--- src/rtl/bhs_pkg.sv ---
// Bale handler sequencer package: phase and wait codes, relay bit positions,
// the sequencer state and the switch and result records.
// No dependencies; used by bhs_step, the top level and the testbench.
package bhs_pkg;

	localparam int RELAY_W = 6;
	localparam int CNT_W   = 16;

	localparam logic [CNT_W-1:0] IGNORE_RESET = CNT_W'(2000);
	localparam logic [CNT_W-1:0] CNT_MAX      = {CNT_W{1'b1}};

	localparam int RB_PUSH_OUT  = 0;
	localparam int RB_PUSH_IN   = 1;
	localparam int RB_SWEEP_OUT = 2;
	localparam int RB_SWEEP_IN  = 3;
	localparam int RB_LOAD      = 4;
	localparam int RB_UNLOAD    = 5;

	typedef enum logic [2:0] {
		PH_HOME      = 3'd0,
		PH_LOAD      = 3'd1,
		PH_SWEEP_OUT = 3'd2,
		PH_SWEEP_IN  = 3'd3,
		PH_PUSH_OUT  = 3'd4,
		PH_PUSH_IN   = 3'd5,
		PH_UNLOAD    = 3'd6
	} phase_t;

	typedef enum logic [2:0] {
		WT_NONE         = 3'd0,
		WT_PUSH_HOME    = 3'd1,
		WT_SWEEP_HOME   = 3'd2,
		WT_UNLOAD_HOME  = 3'd3,
		WT_ROW_READY    = 3'd4,
		WT_PUSH_OUT     = 3'd5,
		WT_SWEEP_OUT    = 3'd6,
		WT_UNLOAD_CLOSE = 3'd7
	} wait_t;

	typedef struct packed {
		phase_t             phase;
		logic [RELAY_W-1:0] relay;
		logic               wait_done;
		logic [CNT_W-1:0]   count;
	} seq_state_t;

	typedef struct packed {
		logic push_home;
		logic push_extended;
		logic sweep_home;
		logic sweep_extended;
		logic unload_home;
		logic row_ready;
		logic load_full;
		logic row_swept;
	} sw_t;

	typedef struct packed {
		phase_t             phase_code;
		logic [RELAY_W-1:0] relay;
		wait_t              wait_code;
	} result_t;

endpackage

--- src/rtl/bhs_ifs.sv ---
// Valid/ready channels of the bale handler sequencer: switch items in,
// result items out, and the configuration write channel.
// No dependencies.
interface bhs_tick_if;
	logic valid;
	logic ready;
	logic sw_push_home;
	logic sw_push_extended;
	logic sw_sweep_home;
	logic sw_sweep_extended;
	logic sw_unload_home;
	logic sw_row_ready;
	logic sw_load_full;
	logic sw_row_swept;

	modport source (output valid, sw_push_home, sw_push_extended, sw_sweep_home,
		sw_sweep_extended, sw_unload_home, sw_row_ready, sw_load_full, sw_row_swept,
		input ready);
	modport sink (input valid, sw_push_home, sw_push_extended, sw_sweep_home,
		sw_sweep_extended, sw_unload_home, sw_row_ready, sw_load_full, sw_row_swept,
		output ready);
endinterface

interface bhs_result_if;
	logic       valid;
	logic       ready;
	logic [2:0] phase_code;
	logic       relay_push_out;
	logic       relay_push_in;
	logic       relay_sweep_out;
	logic       relay_sweep_in;
	logic       relay_load_chain;
	logic       relay_unload_chain;
	logic [2:0] wait_code;

	modport source (output valid, phase_code, relay_push_out, relay_push_in,
		relay_sweep_out, relay_sweep_in, relay_load_chain, relay_unload_chain, wait_code,
		input ready);
	modport sink (input valid, phase_code, relay_push_out, relay_push_in,
		relay_sweep_out, relay_sweep_in, relay_load_chain, relay_unload_chain, wait_code,
		output ready);
endinterface

interface bhs_cfg_if;
	logic        valid;
	logic        ready;
	logic [15:0] unload_ignore_ticks;

	modport source (output valid, unload_ignore_ticks, input ready);
	modport sink (input valid, unload_ignore_ticks, output ready);
endinterface

--- src/rtl/bhs_step.sv ---
// Next-state decode of the sequencer: relays, phase change, unload ignore
// window and wait code for one switch item. Uses bhs_pkg.
module bhs_step (
	input  bhs_pkg::seq_state_t        cur,
	input  bhs_pkg::sw_t               sw,
	input  logic [bhs_pkg::CNT_W-1:0]  ignore_ticks,
	output bhs_pkg::seq_state_t        nxt,
	output bhs_pkg::wait_t             wait_code
);

	logic [bhs_pkg::CNT_W-1:0] cnt_inc;

	assign cnt_inc = (cur.count != bhs_pkg::CNT_MAX) ? cur.count + 1'b1 : cur.count;

	always_comb begin
		nxt       = cur;
		wait_code = bhs_pkg::WT_NONE;
		case (cur.phase)
			bhs_pkg::PH_HOME: begin
				nxt.relay[bhs_pkg::RB_LOAD]      = 1'b0;
				nxt.relay[bhs_pkg::RB_PUSH_OUT]  = 1'b0;
				nxt.relay[bhs_pkg::RB_SWEEP_OUT] = 1'b0;
				if (!sw.push_home) begin
					nxt.relay[bhs_pkg::RB_PUSH_IN] = 1'b1;
					wait_code = bhs_pkg::WT_PUSH_HOME;
				end else begin
					nxt.relay[bhs_pkg::RB_PUSH_IN] = 1'b0;
					if (!sw.sweep_home) begin
						nxt.relay[bhs_pkg::RB_SWEEP_IN] = 1'b1;
						wait_code = bhs_pkg::WT_SWEEP_HOME;
					end else begin
						nxt.relay[bhs_pkg::RB_SWEEP_IN] = 1'b0;
						if (!sw.unload_home) begin
							nxt.relay[bhs_pkg::RB_UNLOAD] = 1'b1;
							wait_code = bhs_pkg::WT_UNLOAD_HOME;
						end else begin
							nxt.relay[bhs_pkg::RB_UNLOAD] = 1'b0;
							nxt.phase = bhs_pkg::PH_LOAD;
						end
					end
				end
			end
			bhs_pkg::PH_LOAD: begin
				nxt.relay = '0;
				nxt.relay[bhs_pkg::RB_LOAD] = !sw.row_ready;
				if (!sw.row_ready) begin
					wait_code = bhs_pkg::WT_ROW_READY;
				end else begin
					nxt.phase = sw.row_swept ? bhs_pkg::PH_PUSH_OUT : bhs_pkg::PH_SWEEP_OUT;
				end
			end
			bhs_pkg::PH_SWEEP_OUT: begin
				nxt.relay = '0;
				nxt.relay[bhs_pkg::RB_SWEEP_OUT] = !sw.sweep_extended;
				if (!sw.sweep_extended) begin
					wait_code = bhs_pkg::WT_SWEEP_OUT;
				end else begin
					nxt.phase = bhs_pkg::PH_SWEEP_IN;
				end
			end
			bhs_pkg::PH_SWEEP_IN: begin
				nxt.relay = '0;
				nxt.relay[bhs_pkg::RB_SWEEP_IN] = !sw.sweep_home;
				if (!sw.sweep_home) begin
					wait_code = bhs_pkg::WT_SWEEP_HOME;
				end else begin
					nxt.phase = bhs_pkg::PH_LOAD;
				end
			end
			bhs_pkg::PH_PUSH_OUT: begin
				nxt.relay = '0;
				nxt.relay[bhs_pkg::RB_PUSH_OUT] = !sw.push_extended && !sw.load_full;
				if (!sw.push_extended && !sw.load_full) begin
					wait_code = bhs_pkg::WT_PUSH_OUT;
				end else begin
					nxt.phase = bhs_pkg::PH_PUSH_IN;
				end
			end
			bhs_pkg::PH_PUSH_IN: begin
				nxt.relay = '0;
				nxt.relay[bhs_pkg::RB_PUSH_IN] = !sw.push_home;
				if (!sw.push_home) begin
					wait_code = bhs_pkg::WT_PUSH_HOME;
				end else if (sw.load_full) begin
					nxt.wait_done = 1'b0;
					nxt.count     = '0;
					nxt.phase     = bhs_pkg::PH_UNLOAD;
				end else begin
					nxt.phase = bhs_pkg::PH_LOAD;
				end
			end
			bhs_pkg::PH_UNLOAD: begin
				nxt.relay = '0;
				nxt.relay[bhs_pkg::RB_UNLOAD] = 1'b1;
				if (!cur.wait_done) begin
					nxt.count     = cnt_inc;
					nxt.wait_done = (cnt_inc >= ignore_ticks);
				end else if (!sw.unload_home) begin
					wait_code = bhs_pkg::WT_UNLOAD_CLOSE;
				end else begin
					nxt.relay = '0;
					nxt.phase = bhs_pkg::PH_LOAD;
				end
			end
			default: begin
				nxt = cur;
			end
		endcase
	end

endmodule

--- src/rtl/bale_handler_sequencer_top.sv ---
// Bale handler sequencer top level: input register, phase state, result
// register, configuration register. Uses bhs_pkg, bhs_ifs and bhs_step.
//
// One switch item is taken every clock while results are taken. After
// acceptance the item is captured in an input register, the phase,
// relay and unload-window state is updated by one pass of the step decode,
// and the result is held in an output register until taken. Throughput is
// one item per clock as long as results are taken; a stalled result holds
// both registers and drops tick.ready once the input register is also full.
// unload_ignore_ticks resets to 2000 and may be written while no item is in
// flight; cfg.ready is always high.
module bale_handler_sequencer_top (
	input logic          clk,
	input logic          arst_n,
	bhs_tick_if.sink     tick,
	bhs_result_if.source result,
	bhs_cfg_if.sink      cfg
);

	logic                      valid_s1;
	bhs_pkg::sw_t              sw_s1;
	logic                      out_valid_q;
	bhs_pkg::result_t          res_q;
	bhs_pkg::seq_state_t       state_q;
	bhs_pkg::seq_state_t       state_nxt;
	bhs_pkg::wait_t            wait_nxt;
	logic [bhs_pkg::CNT_W-1:0] ignore_q;
	logic                      advance;

	assign advance    = valid_s1 && (!out_valid_q || result.ready);
	assign tick.ready = !valid_s1 || advance;
	assign cfg.ready  = 1'b1;

	bhs_step u_step (
		.cur          (state_q),
		.sw           (sw_s1),
		.ignore_ticks (ignore_q),
		.nxt          (state_nxt),
		.wait_code    (wait_nxt)
	);

	always_ff @(posedge clk or negedge arst_n) begin
		if (!arst_n) begin
			valid_s1 <= 1'b0;
		end else if (tick.ready) begin
			valid_s1 <= tick.valid;
		end
	end

	always_ff @(posedge clk) begin
		if (tick.ready && tick.valid) begin
			sw_s1 <= '{push_home:      tick.sw_push_home,
			           push_extended:  tick.sw_push_extended,
			           sweep_home:     tick.sw_sweep_home,
			           sweep_extended: tick.sw_sweep_extended,
			           unload_home:    tick.sw_unload_home,
			           row_ready:      tick.sw_row_ready,
			           load_full:      tick.sw_load_full,
			           row_swept:      tick.sw_row_swept};
		end
	end

	always_ff @(posedge clk or negedge arst_n) begin
		if (!arst_n) begin
			state_q     <= '{phase: bhs_pkg::PH_HOME, relay: '0, wait_done: 1'b0, count: '0};
			out_valid_q <= 1'b0;
			ignore_q    <= bhs_pkg::IGNORE_RESET;
		end else begin
			if (advance) begin
				state_q     <= state_nxt;
				out_valid_q <= 1'b1;
			end else if (result.ready) begin
				out_valid_q <= 1'b0;
			end
			if (cfg.valid) begin
				ignore_q <= cfg.unload_ignore_ticks;
			end
		end
	end

	always_ff @(posedge clk) begin
		if (advance) begin
			res_q <= '{phase_code: state_q.phase, relay: state_nxt.relay, wait_code: wait_nxt};
		end
	end

	assign result.valid              = out_valid_q;
	assign result.phase_code         = res_q.phase_code;
	assign result.relay_push_out     = res_q.relay[bhs_pkg::RB_PUSH_OUT];
	assign result.relay_push_in      = res_q.relay[bhs_pkg::RB_PUSH_IN];
	assign result.relay_sweep_out    = res_q.relay[bhs_pkg::RB_SWEEP_OUT];
	assign result.relay_sweep_in     = res_q.relay[bhs_pkg::RB_SWEEP_IN];
	assign result.relay_load_chain   = res_q.relay[bhs_pkg::RB_LOAD];
	assign result.relay_unload_chain = res_q.relay[bhs_pkg::RB_UNLOAD];
	assign result.wait_code          = res_q.wait_code;

	// outside the home phase at most one relay is ever on
	a_relay_single: assert property (@(posedge clk) disable iff (!arst_n)
		(out_valid_q && res_q.phase_code != bhs_pkg::PH_HOME) |-> $onehot0(res_q.relay))
		else $error("more than one relay on outside home phase");

	// a tick that reports a wait leaves the phase unchanged
	a_wait_holds: assert property (@(posedge clk) disable iff (!arst_n)
		(advance && wait_nxt != bhs_pkg::WT_NONE) |=> (state_q.phase == $past(state_q.phase)))
		else $error("phase changed on a waiting tick");

	// every ignored unload tick counts
	a_ignore_counts: assert property (@(posedge clk) disable iff (!arst_n)
		(advance && state_q.phase == bhs_pkg::PH_UNLOAD && !state_q.wait_done)
			|=> (state_q.count != '0))
		else $error("unload ignore counter did not advance");

endmodule

--- src/flat_wrapper.sv ---
// flat-port wrapper written by rule: the top's interface ports become plain ports
module bale_handler_sequencer_top_flat 
  (clk, arst_n, tick_valid, tick_sw_push_home, tick_sw_push_extended, tick_sw_sweep_home, tick_sw_sweep_extended, tick_sw_unload_home, tick_sw_row_ready, tick_sw_load_full, tick_sw_row_swept, tick_ready, result_valid, result_phase_code, result_relay_push_out, result_relay_push_in, result_relay_sweep_out, result_relay_sweep_in, result_relay_load_chain, result_relay_unload_chain, result_wait_code, result_ready, cfg_valid, cfg_unload_ignore_ticks, cfg_ready);
  bhs_tick_if tick_i ();
  bhs_result_if result_i ();
  bhs_cfg_if cfg_i ();
  input logic clk;
  input logic arst_n;
  input wire logic [$bits(tick_i.valid)-1:0] tick_valid;
  input wire logic [$bits(tick_i.sw_push_home)-1:0] tick_sw_push_home;
  input wire logic [$bits(tick_i.sw_push_extended)-1:0] tick_sw_push_extended;
  input wire logic [$bits(tick_i.sw_sweep_home)-1:0] tick_sw_sweep_home;
  input wire logic [$bits(tick_i.sw_sweep_extended)-1:0] tick_sw_sweep_extended;
  input wire logic [$bits(tick_i.sw_unload_home)-1:0] tick_sw_unload_home;
  input wire logic [$bits(tick_i.sw_row_ready)-1:0] tick_sw_row_ready;
  input wire logic [$bits(tick_i.sw_load_full)-1:0] tick_sw_load_full;
  input wire logic [$bits(tick_i.sw_row_swept)-1:0] tick_sw_row_swept;
  output wire logic [$bits(tick_i.ready)-1:0] tick_ready;
  output wire logic [$bits(result_i.valid)-1:0] result_valid;
  output wire logic [$bits(result_i.phase_code)-1:0] result_phase_code;
  output wire logic [$bits(result_i.relay_push_out)-1:0] result_relay_push_out;
  output wire logic [$bits(result_i.relay_push_in)-1:0] result_relay_push_in;
  output wire logic [$bits(result_i.relay_sweep_out)-1:0] result_relay_sweep_out;
  output wire logic [$bits(result_i.relay_sweep_in)-1:0] result_relay_sweep_in;
  output wire logic [$bits(result_i.relay_load_chain)-1:0] result_relay_load_chain;
  output wire logic [$bits(result_i.relay_unload_chain)-1:0] result_relay_unload_chain;
  output wire logic [$bits(result_i.wait_code)-1:0] result_wait_code;
  input wire logic [$bits(result_i.ready)-1:0] result_ready;
  input wire logic [$bits(cfg_i.valid)-1:0] cfg_valid;
  input wire logic [$bits(cfg_i.unload_ignore_ticks)-1:0] cfg_unload_ignore_ticks;
  output wire logic [$bits(cfg_i.ready)-1:0] cfg_ready;
  assign tick_i.valid = tick_valid;
  assign tick_i.sw_push_home = tick_sw_push_home;
  assign tick_i.sw_push_extended = tick_sw_push_extended;
  assign tick_i.sw_sweep_home = tick_sw_sweep_home;
  assign tick_i.sw_sweep_extended = tick_sw_sweep_extended;
  assign tick_i.sw_unload_home = tick_sw_unload_home;
  assign tick_i.sw_row_ready = tick_sw_row_ready;
  assign tick_i.sw_load_full = tick_sw_load_full;
  assign tick_i.sw_row_swept = tick_sw_row_swept;
  assign tick_ready = tick_i.ready;
  assign result_valid = result_i.valid;
  assign result_phase_code = result_i.phase_code;
  assign result_relay_push_out = result_i.relay_push_out;
  assign result_relay_push_in = result_i.relay_push_in;
  assign result_relay_sweep_out = result_i.relay_sweep_out;
  assign result_relay_sweep_in = result_i.relay_sweep_in;
  assign result_relay_load_chain = result_i.relay_load_chain;
  assign result_relay_unload_chain = result_i.relay_unload_chain;
  assign result_wait_code = result_i.wait_code;
  assign result_i.ready = result_ready;
  assign cfg_i.valid = cfg_valid;
  assign cfg_i.unload_ignore_ticks = cfg_unload_ignore_ticks;
  assign cfg_ready = cfg_i.ready;
  bale_handler_sequencer_top u_core (.clk(clk), .arst_n(arst_n), .tick(tick_i), .result(result_i), .cfg(cfg_i));
endmodule
--- config.mk ---
export PLATFORM = sky130hd
export DESIGN_NAME = bale_handler_sequencer_top_flat
export DESIGN_NICKNAME = d
export VERILOG_FILES = /design/src/rtl/bhs_pkg.sv /design/src/rtl/bhs_ifs.sv /design/src/rtl/bhs_step.sv /design/src/rtl/bale_handler_sequencer_top.sv /design/src/flat_wrapper.sv
export SDC_FILE = /design/constraint.sdc
export NUM_CORES = 1
export LEC_CHECK = 0
export BUFFER_PORTS_ARGS = -buffer_cell sky130_fd_sc_hd__clkbuf_2
export CAP_MARGIN = 20
export CELL_PAD_IN_SITES_DETAIL_PLACEMENT = 0
export CELL_PAD_IN_SITES_GLOBAL_PLACEMENT = 1
export CORE_UTILIZATION = 45
export DETAILED_ROUTE_END_ITERATION = 8
export PLACE_DENSITY_LB_ADDON = 0.3
export RECOVER_POWER = 25
export SYNTH_ARGS = -nofsm -noshare
export SYNTH_HDL_FRONTEND = slang
export SYNTH_SLANG_ARGS = --single-unit
--- constraint.sdc ---
create_clock -name clk -period 3.5 [get_ports clk]
set_input_delay 0 -clock clk [delete_from_list [all_inputs] [get_ports clk]]
set_output_delay 0 -clock clk [all_outputs]
set_load 0.05 [all_outputs]
After elaboration in Yosys (flattened, before gate mapping)
Cells that the tools add are included.
{ "classes": {"order_cmp": 1, "eq_ne": 19, "n_addsub": 1, "n_mux": 35, "n_reduce_logical": 20} }
{ "op_table": {"columns": ["op", "count"], "rows": [
  ["$pmux W9 S7", 1],
  ["$mux W17", 3],
  ["$mux W3", 13],
  ["$pmux W17 S2", 1],
  ["$pmux W3 S7", 1],
  ["$ne A2 B1 Y1 const B", 10],
  ["$mux W9", 2],
  ["$add A16 B1 Y16 const B", 1],
  ["$ge A16 B16 Y1", 1],
  ["$mux W16", 1],
  ["$ne A16 B16 Y1 const B", 1],
  ["$reduce_and A12 Y1", 1],
  ["$eq A3 B3 Y1 const B", 3],
  ["$logic_not A1 Y1", 8],
  ["$mux W2", 4],
  ["$mux W4", 2],
  ["$mux W1", 7],
  ["$reduce_bool A7 Y1", 1],
  ["$eq A3 B2 Y1 const B", 2],
  ["$reduce_and A5 Y1", 1],
  ["$ne A2 B2 Y1 const B", 2],
  ["$reduce_and A4 Y1", 1],
  ["$reduce_bool A2 Y1", 2],
  ["$eq A3 B1 Y1 const B", 1],
  ["3 further kinds", 6]
]} }
{ "word_totals": {"register_bits": 64, "output_inout_bits": 15, "wordCells": 94, "in_bits": 29} }

Logic depth before layout (Yosys ltp)
{ "logic_depth": {"ltp_word": 5, "ltp_mapped": 11, "depth_no_buf": 10} }

Cells and area by module
Synthesis repeated with hierarchy kept, for this count alone.
{ "unflattened": {"cells_unflattened": 387, "area_unflattened_um2": 4002.6} }
{ "by_module_without_submodules": {"columns": ["module", "cells_per_inst", "area_each_um2", "n_inst", "seq_area_each_um2"], "rows": [
  ["bale_handler_sequencer_top", 119, 2352.3, 1, 1709.1],
  ["bhs_step", 268, 1650.3, 1, 0.0]
]} }

Worst setup path after synthesis
No wires, ideal clock.
{ "synth_timing": {"path_kind": "reg-to-reg", "from": "register u_core.state_q[0] in the netlist's numbering", "to": "register u_core.state_q[16] in the netlist's numbering", "t_required_ps": 3423, "synth_period_minus_slack_ps": 2968, "arrival_time_ps": 2890, "path_stages_with_launch": 11, "n_path_buf": 0, "setup_time_ps": 77, "setup_slack_ps": 532, "cell_sequence": "dfrtp_1 > ha_1 > nand3_1 > nor4_1 > nor3_1 > xnor2_1 > ha_1 > nand4_1 > or4_1 > o32a_1 > a21oi_1"} }
{ "synth_via": {"elab_chain_cells": 5, "word_cells_on_any_way": 6, "cone_classes": "1 x add/sub; 1 x order compare; 1 x eq/ne; 3 x mux"} }
{ "synth_lines": {"columns": ["item", "line_no", "rtl"], "rows": [
  ["from (decl)", "bale_handler_sequencer_top.sv:24", "bhs_pkg::seq_state_t state_q;"],
  ["from (signal assigned)", "bale_handler_sequencer_top.sv:65", "state_q <= '{phase: bhs_pkg::PH_HOME, relay: '0, wait_done: 1'b0, count: '0};"],
  ["from (signal assigned)", "bale_handler_sequencer_top.sv:70", "state_q <= state_nxt;"],
  ["$add A16 B1 Y16 / $ne A16 B16 Y1 (equally long branches)", "bhs_step.sv:13", "assign cnt_inc = (cur.count != bhs_pkg::CNT_MAX) ? cur.count + 1'b1 : cur.count;"],
  ["$mux W16 (*)", "bhs_step.sv:13", null],
  ["$ge A16 B16 Y1 (*)", "bhs_step.sv:97", "nxt.wait_done = (cnt_inc >= ignore_ticks);"],
  ["$mux W17 (*)", "bhs_step.sv:95", "if (!cur.wait_done) begin"],
  ["$pmux W17 S2 (*)", "bhs_step.sv:18", "case (cur.phase)"]
]} }
Every way passes the cells marked *; elsewhere a longest branch is shown, timed or not. The select of a mux whose other input is x is not followed.
A chain may end at the register's enable or synchronous reset.

Worst setup path in the final report
Ends and elaborated chain as after synthesis.

==> metrics.csv <==
stage,metric,value,unit
timing,Clock Skews,0.00920,ns
synthesis,leading area contributor after synthesis,dfrtp_1,
run_status,failing checks,"max-capacitance violations, max-slew violations",
setup_path,data required time of the worst path,3.77,ns
timing,Least-Margin Pin Slew,2.44,ns
floorplanning,core area,7810,µm²
placement,I/O Buffers,42,
global_route,Total Routing Usage GR,0.222,
global_route,initial antenna violation count,0,
global_route,aggregate global routing overflow,0,
routing,Via density,5.63,
hold_path,hold crit path type,in2reg,
global_route,first-pass GRT wire length,14500,µm
power_and_ir_drop,Pwr Density,624,nW/µm²
floorplanning,Ports,44,
clock_tree,# H-tree levels,3,
power_and_ir_drop,Net Sw Frac,0.391,
timing,setup tns final,0,ns
floorplanning,starting density of the core,0.472,
setup_path,max incr delay on CP,0.57,ns
setup_path,FF-to-FF path depth,9,
clock_tree,total CTS buffers,9,
setup_path,Setup crit start,u_core.state_q[0],
timing,RSZ-0062 raised after global routing,no,
synthesis,Avg Inst Size Synth,9.38,µm²
synthesis,Post-synth ARST share,0.688,
setup_path,crit path max-delay cell type,or4_1,
final_layout,Layout area overhead,21.3,%
synthesis,post-synthesis instance total,393,
synthesis,Post-synth EDFFs,20,
routing,1st-pass router iterations,4,
clock_tree,root buffer cell,clkbuf_8,
routing,Post-Route WL,8930,µm
final_layout,layout cells sized above 1,0.168,
clock_tree,# resized after CTS,0,
final_layout,Antenna Diode Count,0,
synthesis,Syn Nets,439,
routing,1st-iter DRT viols,188,
routing,Remaining DRCs,0,
power_and_ir_drop,P_int,0.00170,W
placement,GP Congestion,0.851,
setup_path,Worst R2R Start,u_core.state_q[0],
timing,Final period util,0.925,
clock_tree,TritonCTS clock tree,done,
power_and_ir_drop,Leak,1.89,nW
timing,Tmin final,3.24,ns
power_and_ir_drop,Net Sw Power,0.00109,W
clock_tree,Clock Path Buffers,2,
timing,final hold violations,0,
clock_tree,clk_lat worst skew,0.35,ns
clock_tree,hold_buf cts,27,
power_and_ir_drop,Logic pwr share,0.350,
synthesis,register area share after synthesis,0.464,
clock_tree,CTS sink count,64,
floorplanning,Core Rows,32,
setup_path,WP depth,9,
setup_path,Reg2Reg Capture Point,u_core.state_q[16],
final_layout,Finished Cell Area,4470,µm²
synthesis,Syn. warnings,0,
final_layout,Final nets,505,
synthesis,dominant synthesized flop cell,dfrtp_1,
synthesis,most area-consuming cells after synthesis,"dfrtp_1 (26%), edfxtp_1 (16%), ha_1 (5.8%), o21ai_0 (5.0%), nand2_1 (4.8%)",
setup_path,critical path endpoint,u_core.state_q[16],
synthesis,mapped cell area,3690,µm²
timing,f_max,309,MHz
placement,Post-DP HPWL,6110,µm
routing,DR WL/cell,15.8,µm
setup_path,Crit path arrival time,3.51,ns
synthesis,post-synth top area share,0.258,
global_route,largest net degree at the start of global routing,45,
synthesis,Yosys reg bits,64,
placement,Post-DP Area,4000,µm²
flow_run,max-cap violations,1,
setup_path,CP Launch Type,register,
timing,Worst slew margin,-0.628,
power_and_ir_drop,sequential power share,0.414,
routing,Post-DRT Antenna Nets,0,
setup_path,R2R setup slack,0.26,ns
clock_tree,setup bufs post-CTS,0,
power_and_ir_drop,Peak VDD IR,0.262,mV
setup_path,CP Class,reg2reg,
timing,Final Setup Violations,0,
floorplanning,Die Footprint,8560,µm²
synthesis,synth unique cells,62,
clock_tree,Worst-path clk slew,0.07,ns
timing,Final Max Tran Viols,45,
final_layout,Filler Cells Inserted,711,
floorplanning,die height,92.5,µm
power_and_ir_drop,Clk pwr share,0.236,
routing,detailed-route via count,3189,
setup_path,CP endpoint kind,register,
setup_path,CP Max Fanout,7,
setup_path,"CP delay by family, top",simple AND/OR/NAND/NOR gates,
setup_path,critical-path cell list,ha_1 -> nand3_1 -> or4_1 -> mux2_2 -> ha_1 -> nand4_1 -> or4_1 -> o32a_1 -> a21oi_1,
floorplanning,Horiz. Die Dim,92.5,µm
setup_path,CP Buf/Inv Count,0,
global_route,vias in the first global route,3087,
run_status,status,"finished, violations left",
-- power by group through the flow --
| stage | Sequential (W) | Combinational, W | Clock, W |
|---|---|---|---|
| 6_report | 0.00115 | 0.000977 | 0.000660 |
| 5_1_grt | 0.00118 | 0.00109 | 0.000704 |
| 2_1_floorplan | 0.00118 | 0.000678 | 0 |
| 3_3_place_gp | 0.00116 | 0.000925 | 0 |
| 4_1_cts | 0.00115 | 0.000985 | 0.000670 |
| 3_5_place_dp | 0.00116 | 0.000955 | 0 |
-- how the worst min path moves through the flow --
stage | startpoint | end | cells after the start
finish | cfg_valid | u_core.ignore_q[4] | 3
detailed placement | arst_n | u_core.state_q[19] | 2
global placement | arst_n | u_core.state_q[18] | 2
CTS | cfg_valid | u_core.ignore_q[4] | 3
global route | cfg_valid | u_core.ignore_q[6] | 3
floorplan | arst_n | u_core.ignore_q[0] | 0
-- area by class of cell --
| class | count | area [µm²] | share of cell area |
|---|---|---|---|
| multi-input cells | 278 | 1780 | 0.398 |
| clock inverters | 6 | 67.6 | 0.0151 |
| flip-flops and latches | 64 | 1710 | 0.382 |
| clock buffers | 10 | 138 | 0.0308 |
| inverters | 28 | 105 | 0.0235 |
| repair buffers | 78 | 544 | 0.122 |
| well taps | 102 | 128 | 0.0285 |
-- cell usage after synthesis (all sizes together) (3+ instances only) --
cell type and count:
xnor2 5, ha 17, inv 28, o21ai 37, mux2i 4, buf 6
nand3 11, a311oi 3, o211ai 7, o21a 4, o31ai 3, nand2 47
nor4b 3, nor2 14, nand2b 7, xor2 3, a31oi 3, dfstp 6
mux2 3, o22a 3, clkbuf 17, or3 8, dfrtp 38, nor3 9
or4 4, a21oi 22, a211oi 3, a22oi 3, edfxtp 20, nand4 4
nor4 7, o22ai 3, and3 4
-- sequential cells by signal, summed over array words and instances (netlist names) --
| signal | flops |
|---|---|
| u_core.result.wait_code | 3 |
| u_core.result.relay_push_in | 1 |
| u_core.result.relay_unload_chain | 1 |
| u_core.result.relay_push_out | 1 |
| u_core.result.valid | 1 |
| u_core.sw_s1 | 8 |
| u_core.valid_s1 | 1 |
| u_core.state_q | 26 |
| u_core.result.relay_load_chain | 1 |
| u_core.result.phase_code | 3 |
| u_core.result.relay_sweep_out | 1 |
| u_core.result.relay_sweep_in | 1 |
| u_core.ignore_q | 16 |
-- cells in the final DEF (no fill, tap or decap), types with 4 or more instances in the layout --
cell type / synthesis / routed
a21oi_1: 22 / 22
and3_1: 4 / 4
buf_4: 1 / 8
clkbuf_2: 0 / 42
clkbuf_8: 0 / 10
dfrtp_1: 38 / 38
dfstp_2: 6 / 6
dlygate4sd3_1: 0 / 27
edfxtp_1: 20 / 20
ha_1: 17 / 17
inv_1: 28 / 28
mux2i_1: 4 / 4
nand2_1: 47 / 47
nand2b_1: 7 / 7
nand3_1: 11 / 11
nand4_1: 4 / 4
nor2_1: 14 / 14
nor3_1: 9 / 8
nor4_1: 7 / 7
o211ai_1: 7 / 7
o21a_1: 4 / 4
o21ai_0: 37 / 37
or3_1: 8 / 8
or4_1: 4 / 4
xnor2_1: 5 / 5
-- worst reg2reg max path, delay by kind of cell (launching register included) --
| family | cells | cell delay, ns |
|---|---|---|
| adder cells (fa/ha/maj) | 2 | 0.53 |
| flip-flops | 1 | 0.45 |
| multiplexers | 1 | 0.30 |
| AO/OA/AOI/OAI | 2 | 0.44 |
| AND/OR/NAND/NOR | 4 | 1.44 |
-- kinds of logic (layout without fill, tap and decap cells) --
| group | count (synthesis) | in the layout | share of synthesized area |
|---|---|---|---|
| and+or+nand+nor | 128 | 128 | 0.177 |
| AOI/OAI and AO/OA | 117 | 117 | 0.207 |
| DFF | 64 | 64 | 0.464 |
| buffers and inverters | 51 | 122 | 0.0543 |
| adders and majority gates | 17 | 17 | 0.0577 |
| xor gates and xnor gates | 8 | 8 | 0.0190 |
| muxes | 7 | 7 | 0.0200 |
| other | 1 | 1 | 0.00102 |
-- per-layer routing --
layer	share of wire	GRT usage
met1	0.43	0.259
met2	0.51	0.386
met3	0.031	0.0361
met4	0.028	0.121
met5	0	0
-- through the flow --
| stage | total power, W | std cells | utilization | hold slack (ns) | worst slack [ns] |
|---|---|---|---|---|---|
| final | 0.00279 | 566 | 0.573 | 0.164 | 0.263 |
| after global placement | 0.00208 | 523 | 0.513 | 0.136 | 0.357 |
| after detailed placement | 0.00212 | 523 | 0.513 | 0.131 | 0.301 |
| after CTS | 0.00280 | 566 | 0.574 | 0.163 | 0.267 |
| after floorplan | 0.00186 | 393 | - | -0.296 | 0.532 |
| after global routing | 0.00297 | 566 | 0.573 | 0.226 | 0.0897 |
Power figures use the tool's default switching activity.
